[config.mk]
export PLATFORM = sky130hd
export DESIGN_NAME = shared_array_two_stacks
export DESIGN_NICKNAME = d
export VERILOG_FILES = /design/src/rtl/sast_pkg.sv /design/src/rtl/sast_front.sv /design/src/rtl/sast_fifo.sv /design/src/rtl/sast_back.sv /design/src/rtl/shared_array_two_stacks.sv
export SDC_FILE = /design/constraint.sdc
export NUM_CORES = 2
export LEC_CHECK = 0
export BUFFER_PORTS_ARGS = -buffer_cell sky130_fd_sc_hd__buf_2
export CAP_MARGIN = 20
export CORE_MARGIN = 4
export CORE_UTILIZATION = 50
export DETAILED_ROUTE_END_ITERATION = 7
export GPL_ROUTABILITY_DRIVEN = 0
export HOLD_SLACK_MARGIN = 0.15
export PLACE_DENSITY = 0.62
export SETUP_SLACK_MARGIN = 0.1
export SLEW_MARGIN = 5
export SYNTH_ARGS = -nofsm -noshare
export SYNTH_HDL_FRONTEND = slang
export SYNTH_MEMORY_MAX_BITS = 65536
export SYNTH_SLANG_ARGS = --single-unit
[constraint.sdc]
create_clock -name clk_i -period 5.13 [get_ports clk_i]
set_input_delay 0.7695 -clock clk_i [delete_from_list [all_inputs] [get_ports clk_i]]
set_output_delay 0.7695 -clock clk_i [all_outputs]
set_load 0.01 [all_outputs]
[src/rtl/sast_pkg.sv]
// shared types and codes for the two-stacks-in-one-array block
// no dependencies; imported by every module of the block
package sast_pkg;

  localparam int unsigned WordW = 32;

  // operation and side codes of an input beat
  localparam logic ModePush = 1'b0;
  localparam logic ModePop  = 1'b1;
  localparam logic SideLeft  = 1'b0;
  localparam logic SideRight = 1'b1;

  typedef enum logic [1:0] {
    ST_OK    = 2'd0,
    ST_FULL  = 2'd1,
    ST_EMPTY = 2'd2
  } status_e;

  // classified operation handed from front to back
  typedef struct packed {
    logic    wr;
    logic    rd;
    status_e status;
  } op_t;

endpackage

[src/rtl/sast_front.sv]
// front end: accepts operations, checks full/empty, tracks both stack counts
// depends on sast_pkg
module sast_front import sast_pkg::*; #(
  parameter int unsigned DEPTH = 128
) (
  input  logic                       clk_i,
  input  logic                       rst_ni,
  input  logic                       in_valid_i,
  output logic                       in_ready_o,
  input  logic                       mode_i,
  input  logic                       side_i,
  input  logic signed [WordW-1:0]    push_value_i,
  output logic                       cmd_valid_o,
  input  logic                       cmd_ready_i,
  output op_t                        cmd_op_o,
  output logic [$clog2(DEPTH)-1:0]   cmd_addr_o,
  output logic [WordW-1:0]           cmd_data_o
);

  localparam int unsigned AW = $clog2(DEPTH);
  localparam int unsigned CW = $clog2(DEPTH + 1);
  localparam logic [CW:0] DepthExt = (CW + 1)'(DEPTH);

  logic [CW-1:0] left_q, left_d;
  logic [CW-1:0] right_q, right_d;
  logic          accept;
  logic [CW:0]   used;
  logic [CW:0]   addr_wide;
  op_t           op;

  assign in_ready_o  = cmd_ready_i;
  assign accept      = in_valid_i && cmd_ready_i;
  assign cmd_valid_o = in_valid_i;
  assign cmd_data_o  = push_value_i;
  assign used        = {1'b0, left_q} + {1'b0, right_q};

  // classify the beat and pick the store entry
  always_comb begin
    op        = '{wr: 1'b0, rd: 1'b0, status: ST_OK};
    addr_wide = '0;
    left_d    = left_q;
    right_d   = right_q;
    if (mode_i == ModePush) begin
      if (used >= DepthExt) begin
        op.status = ST_FULL;
      end else if (side_i == SideLeft) begin
        op.wr     = 1'b1;
        addr_wide = {1'b0, left_q};
        left_d    = left_q + 1'b1;
      end else begin
        op.wr     = 1'b1;
        addr_wide = DepthExt - (CW + 1)'(1) - {1'b0, right_q};
        right_d   = right_q + 1'b1;
      end
    end else begin
      if (side_i == SideLeft) begin
        if (left_q == '0) begin
          op.status = ST_EMPTY;
        end else begin
          op.rd     = 1'b1;
          addr_wide = {1'b0, left_q} - (CW + 1)'(1);
          left_d    = left_q - 1'b1;
        end
      end else begin
        if (right_q == '0) begin
          op.status = ST_EMPTY;
        end else begin
          op.rd     = 1'b1;
          addr_wide = DepthExt - {1'b0, right_q};
          right_d   = right_q - 1'b1;
        end
      end
    end
  end

  assign cmd_op_o   = op;
  assign cmd_addr_o = addr_wide[AW-1:0];

  // stack counts
  always_ff @(posedge clk_i or negedge rst_ni) begin
    if (!rst_ni) begin
      left_q  <= '0;
      right_q <= '0;
    end else if (accept) begin
      left_q  <= left_d;
      right_q <= right_d;
    end
  end

endmodule

[src/rtl/sast_fifo.sv]
// two-entry queue between front and back
// depends on sast_pkg for the WordW default width only
module sast_fifo import sast_pkg::*; #(
  parameter int unsigned WIDTH = WordW
) (
  input  logic             clk_i,
  input  logic             rst_ni,
  input  logic             wr_valid_i,
  output logic             wr_ready_o,
  input  logic [WIDTH-1:0] wr_data_i,
  output logic             rd_valid_o,
  input  logic             rd_ready_i,
  output logic [WIDTH-1:0] rd_data_o
);

  logic [WIDTH-1:0] slot_q [2];
  logic             wr_ptr_q, rd_ptr_q;
  logic [1:0]       count_q;
  logic             push, pop;

  assign wr_ready_o = (count_q != 2'd2);
  assign rd_valid_o = (count_q != 2'd0);
  assign push       = wr_valid_i && wr_ready_o;
  assign pop        = rd_valid_o && rd_ready_i;
  assign rd_data_o  = slot_q[rd_ptr_q];

  // pointers and fill level
  always_ff @(posedge clk_i or negedge rst_ni) begin
    if (!rst_ni) begin
      wr_ptr_q <= 1'b0;
      rd_ptr_q <= 1'b0;
      count_q  <= 2'd0;
    end else begin
      if (push) wr_ptr_q <= ~wr_ptr_q;
      if (pop)  rd_ptr_q <= ~rd_ptr_q;
      if (push && !pop) begin
        count_q <= count_q + 2'd1;
      end else if (pop && !push) begin
        count_q <= count_q - 2'd1;
      end
    end
  end

  // entry storage
  always_ff @(posedge clk_i) begin
    if (push) slot_q[wr_ptr_q] <= wr_data_i;
  end

endmodule

[src/rtl/sast_back.sv]
// back end: word store access and result register
// depends on sast_pkg
module sast_back import sast_pkg::*; #(
  parameter int unsigned DEPTH = 128
) (
  input  logic                       clk_i,
  input  logic                       rst_ni,
  input  logic                       cmd_valid_i,
  output logic                       cmd_ready_o,
  input  op_t                        cmd_op_i,
  input  logic [$clog2(DEPTH)-1:0]   cmd_addr_i,
  input  logic [WordW-1:0]           cmd_data_i,
  output logic                       out_valid_o,
  input  logic                       out_ready_i,
  output logic signed [WordW-1:0]    pop_value_o,
  output logic [1:0]                 status_o
);

  logic [WordW-1:0] mem_q [DEPTH];
  logic [WordW-1:0] rdata_q;
  logic             out_valid_q;
  logic             is_pop_q;
  status_e          status_q;
  logic             issue;

  assign cmd_ready_o = !out_valid_q || out_ready_i;
  assign issue       = cmd_valid_i && cmd_ready_o;

  // word store, at most one access per beat
  always_ff @(posedge clk_i) begin
    if (issue && cmd_op_i.wr) mem_q[cmd_addr_i] <= cmd_data_i;
    if (issue && cmd_op_i.rd) rdata_q <= mem_q[cmd_addr_i];
  end

  // result register
  always_ff @(posedge clk_i or negedge rst_ni) begin
    if (!rst_ni) begin
      out_valid_q <= 1'b0;
    end else if (cmd_ready_o) begin
      out_valid_q <= cmd_valid_i;
    end
  end

  always_ff @(posedge clk_i) begin
    if (issue) begin
      is_pop_q <= cmd_op_i.rd;
      status_q <= cmd_op_i.status;
    end
  end

  assign out_valid_o = out_valid_q;
  assign pop_value_o = is_pop_q ? rdata_q : '0;
  assign status_o    = status_q;

endmodule

[src/rtl/shared_array_two_stacks.sv]
// Two LIFO stacks sharing one store of DEPTH 32-bit words: the left stack fills
// from entry 0 upward, the right stack from entry DEPTH-1 downward. Each input
// beat is a push or pop on one side and returns exactly one result beat: the
// popped word (a zero word for a push) with status ok, or status full (push while
// both stacks hold DEPTH words in total) or empty (pop of an empty side), with
// state unchanged and a zero word. The front checks counts and picks the entry in
// the accept cycle, a two-entry queue decouples it from the back, which does the
// store access, if any, and holds the result. Sustained rate is one beat per
// cycle while out_ready_i stays high, set by the one store port; an accepted beat
// is registered in the queue and then in the result register before result valid
// rises. The store is not cleared at reset; no clearing pass is needed.
// depends on sast_pkg, sast_front, sast_fifo, sast_back
module shared_array_two_stacks import sast_pkg::*; #(
  parameter int unsigned DEPTH = 128
) (
  input  logic                    clk_i,
  input  logic                    rst_ni,
  input  logic                    in_valid_i,
  output logic                    in_ready_o,
  input  logic                    mode_i,
  input  logic                    side_i,
  input  logic signed [WordW-1:0] push_value_i,
  output logic                    out_valid_o,
  input  logic                    out_ready_i,
  output logic signed [WordW-1:0] pop_value_o,
  output logic [1:0]              status_o
);

  localparam int unsigned AW = $clog2(DEPTH);
  localparam int unsigned QW = $bits(op_t) + AW + WordW;

  logic             f_valid, f_ready;
  op_t              f_op;
  logic [AW-1:0]    f_addr;
  logic [WordW-1:0] f_data;
  logic             b_valid, b_ready;
  op_t              b_op;
  logic [AW-1:0]    b_addr;
  logic [WordW-1:0] b_data;
  logic [QW-1:0]    q_in, q_out;

  sast_front #(.DEPTH(DEPTH)) u_front (
    .clk_i        (clk_i),
    .rst_ni       (rst_ni),
    .in_valid_i   (in_valid_i),
    .in_ready_o   (in_ready_o),
    .mode_i       (mode_i),
    .side_i       (side_i),
    .push_value_i (push_value_i),
    .cmd_valid_o  (f_valid),
    .cmd_ready_i  (f_ready),
    .cmd_op_o     (f_op),
    .cmd_addr_o   (f_addr),
    .cmd_data_o   (f_data)
  );

  // pack commands through the queue
  assign q_in = {f_op, f_addr, f_data};
  assign {b_op, b_addr, b_data} = q_out;

  sast_fifo #(.WIDTH(QW)) u_queue (
    .clk_i      (clk_i),
    .rst_ni     (rst_ni),
    .wr_valid_i (f_valid),
    .wr_ready_o (f_ready),
    .wr_data_i  (q_in),
    .rd_valid_o (b_valid),
    .rd_ready_i (b_ready),
    .rd_data_o  (q_out)
  );

  sast_back #(.DEPTH(DEPTH)) u_back (
    .clk_i       (clk_i),
    .rst_ni      (rst_ni),
    .cmd_valid_i (b_valid),
    .cmd_ready_o (b_ready),
    .cmd_op_i    (b_op),
    .cmd_addr_i  (b_addr),
    .cmd_data_i  (b_data),
    .out_valid_o (out_valid_o),
    .out_ready_i (out_ready_i),
    .pop_value_o (pop_value_o),
    .status_o    (status_o)
  );

endmodule
==> reports/results.ini <==
[run_status]
outcome = complete, but fails checks
violations = design-rule violations

[sta]
tightest_slew_ns = 1.322
finalHoldViolations = 0
min_period_ns = 4.946
slew_violations = 0
clock_skew_ns = 0.07690
slew_headroom_pct = 11.89
setup_viol = 0
grt_setup_unrepaired = no
fin_tns_setup_ns = 0
fmax_mhz = 202.2
min_period_over_period_pct = 96.42

[routing]
detail_route.wl_per_cell_microns = 40.34
vias_per_cell = 7.008
drc = 16
drtIter0Drc = 19390
drt-total-wl_microns = 547300
ant_nets = 0
route.vias.total = 95080
first_pass_iters = 8

[logic_synthesis]
synth_edf_count = 4217
yosysTopAreaCell = edfxtp_1
yosysSeqAreaShare_pct = 81.95
synth_top_area_share_pct = 81.61
synth.cells.most_frequent = edfxtp_1, a22oi_1, nand2_1
synth_area_sq_mm = 0.1552
synth_ff_type = edfxtp_1
ys_ff_latch = 4238
synth.avg_cell_area_sq_um = 18.32
synth_fp_nets = 8534
synth_area_leaders = edfxtp_1, a22oi_1, a41oi_1
synth.distinct_cells = 70
post-synth-top-count-cell = edfxtp_1
ys_warn_count = 0
synthesis.instances = 8470
async_flop_share_pct = 0.4955

[pwr]
ir_drop_uv = 486.6
powerDensity_mw_per_mm2 = 575.5
p_leak_nw = 54.84
p_total_mw = 103.8

[clock_network]
cts_tree = built
cts_buffer_depth = 4
clkSinkCount = 4238
post_cts_resized = 0
postCtsSetupBuffers = 0
cts_max_level = 5
cts_root_buffer = clkbuf_16
clk_pin_slew_ns = 0.06
worstSkewPairLatency_ns = 0.99
cts_made_buffers = 416

[placed_design]
io_buffers = 73
dp_hpwl_microns = 329500

[floorplan]
std_cell_rows = 204
dieArea_sq_mm = 0.3193
die_w_microns = 565.1
die_h_microns = 565.1
start_util_pct = 50.24
pin_count = 74
design.core.area_sq_mm = 0.3088

[critical_path]
r2r_setup_slack_ns = 0.18
cp.required_ns = 5.78
critPathCaptureType = flop
crit_type = reg -> reg
worstPathArrival_ns = 5.60
cp-start-kind = flop
crit_fanout = 67

[worst_hold_path]
min_path_type = in -> reg

[finish]
drive_above_1_share_pct = 16.82
nets = 9132
synthToLayoutAreaGrowth_pct = 16.18
final.fill_count = 22720

[global_route]
grtUsageTotal_pct = 33.58
antenna_found_initial = 71
grt_pass1_vias = 88490
grt_pass1_wl_microns = 743200
grt_max_degree = 129
gr-total-overflow = 0

[run]
cap_violations = 0

-- layout make-up --
cell class                      count  area, sq um  share of cell area (%)
Clock inverter                    260         2520                   1.398
Antenna cell                       29        72.57                 0.04026
Clock buffer                      508        10830                   6.006
Multi-Input combinational cell   3659        27130                   15.05
Inverter                           13        48.80                 0.02707
Timing Repair Buffer              740         7356                   4.080
Sequential cell                  4238       127200                   70.54
Tap cell                         4120         5155                   2.860
-- per-layer routing --
metal	wire length, microns	vias up	track usage, %
met5	180	-	0
li1	-	36940	-
met2	239500	8256	49.18
met1	193000	48620	46.17
met3	82550	1241	10.10
met4	32100	26	16.47
-- final timing paths --
check | start | end | cells after the start
worst min register to register | u_back.out_valid_o | u_back.out_valid_o | 2
worst max register to register | u_queue.rd_ptr_q | u_back.rdata_q[27] | 8
min in group asynchronous | rst_ni | u_back.out_valid_o | 2
worst max-delay path | u_queue.rd_ptr_q | u_back.rdata_q[27] | 8
max in group asynchronous | rst_ni | u_queue.rd_ptr_q | 2
worst min-delay path | in_valid_i | u_queue.wr_ptr_q | 3
-- layout by cell type, fill, tap and decap left out, types with 83 or more instances in the layout --
master	netlist	final
clkinv_2	0	83
clkbuf_16	0	418
clkinv_1	0	98
buf_12	0	152
nor2_4	0	121
buf_4	1	477
a22oi_1	1629	1627
a31oi_1	191	190
a41oi_1	262	257
clkbuf_1	216	87
a221oi_1	106	106
a21oi_1	223	223
nand2_1	397	381
edfxtp_1	4217	4217
-- per-stage QoR --
step / hold WS [ns] / instances / worst slack (ns) / instance area [sq um] / utilization [%]
after detailed placement: 0.4961 / 12730 / 0.3471 / 166500 / 53.91
after global routing: 0.2995 / 13540 / 0.3453 / 180200 / 58.35
final: 0.2728 / 13570 / 0.1835 / 180300 / 58.37
after CTS: 0.2288 / 13530 / 0.3687 / 180200 / 58.34
after floorplan: 0.4608 / 8470 / 1.124 / 155200 / -
after global placement: 0.4818 / 12720 / 0.2704 / 166400 / 53.87
-- where the power goes --
part	switching, mW	internal (mW)
Clock	13.3	16.7
Sequential	0.750	43.3
Combinational	22.4	7.31
-- flip-flops by register name, indices dropped and copies added, names as in the netlist --
name,count
u_back.rdata_q,32
u_queue.slot_q,86
u_queue.count_q,2
u_queue.rd_ptr_q,1
u_back.is_pop_q,1
u_back.out_valid_o,1
u_front.left_q,8
u_queue.wr_ptr_q,1
u_back.mem_q,4096
u_back.status_o,2
u_front.right_q,8
-- worst max-delay path: stages, from the launching register on --
cell and delay (ns):
dfrtp_4 0.68, mux2_8 0.96, buf_4 0.43, mux2i_1 0.24, o22a_1 0.29, a31oi_1 0.27
or4_1 0.81, nor3_1 0.66, nand4_1 0.21
-- cells by family after synthesis --
| family | count (synthesis) | synth area share (%) |
|---|---|---|
| compound gates | 2646 | 12.70 |
| xor+xnor | 26 | 0.1468 |
| fa+ha+maj | 26 | 0.2242 |
| buf+inv | 573 | 1.586 |
| flops | 4238 | 81.95 |
| mux | 146 | 1.029 |
| simple gates | 815 | 2.367 |
-- repair_timing --
action                                  in CTS  in global routing
hold buffers                                34                  0
endpoints found under the hold margin       86                  0
endpoints found under the setup margin       0                  0
Power figures use the tool's default switching activity.
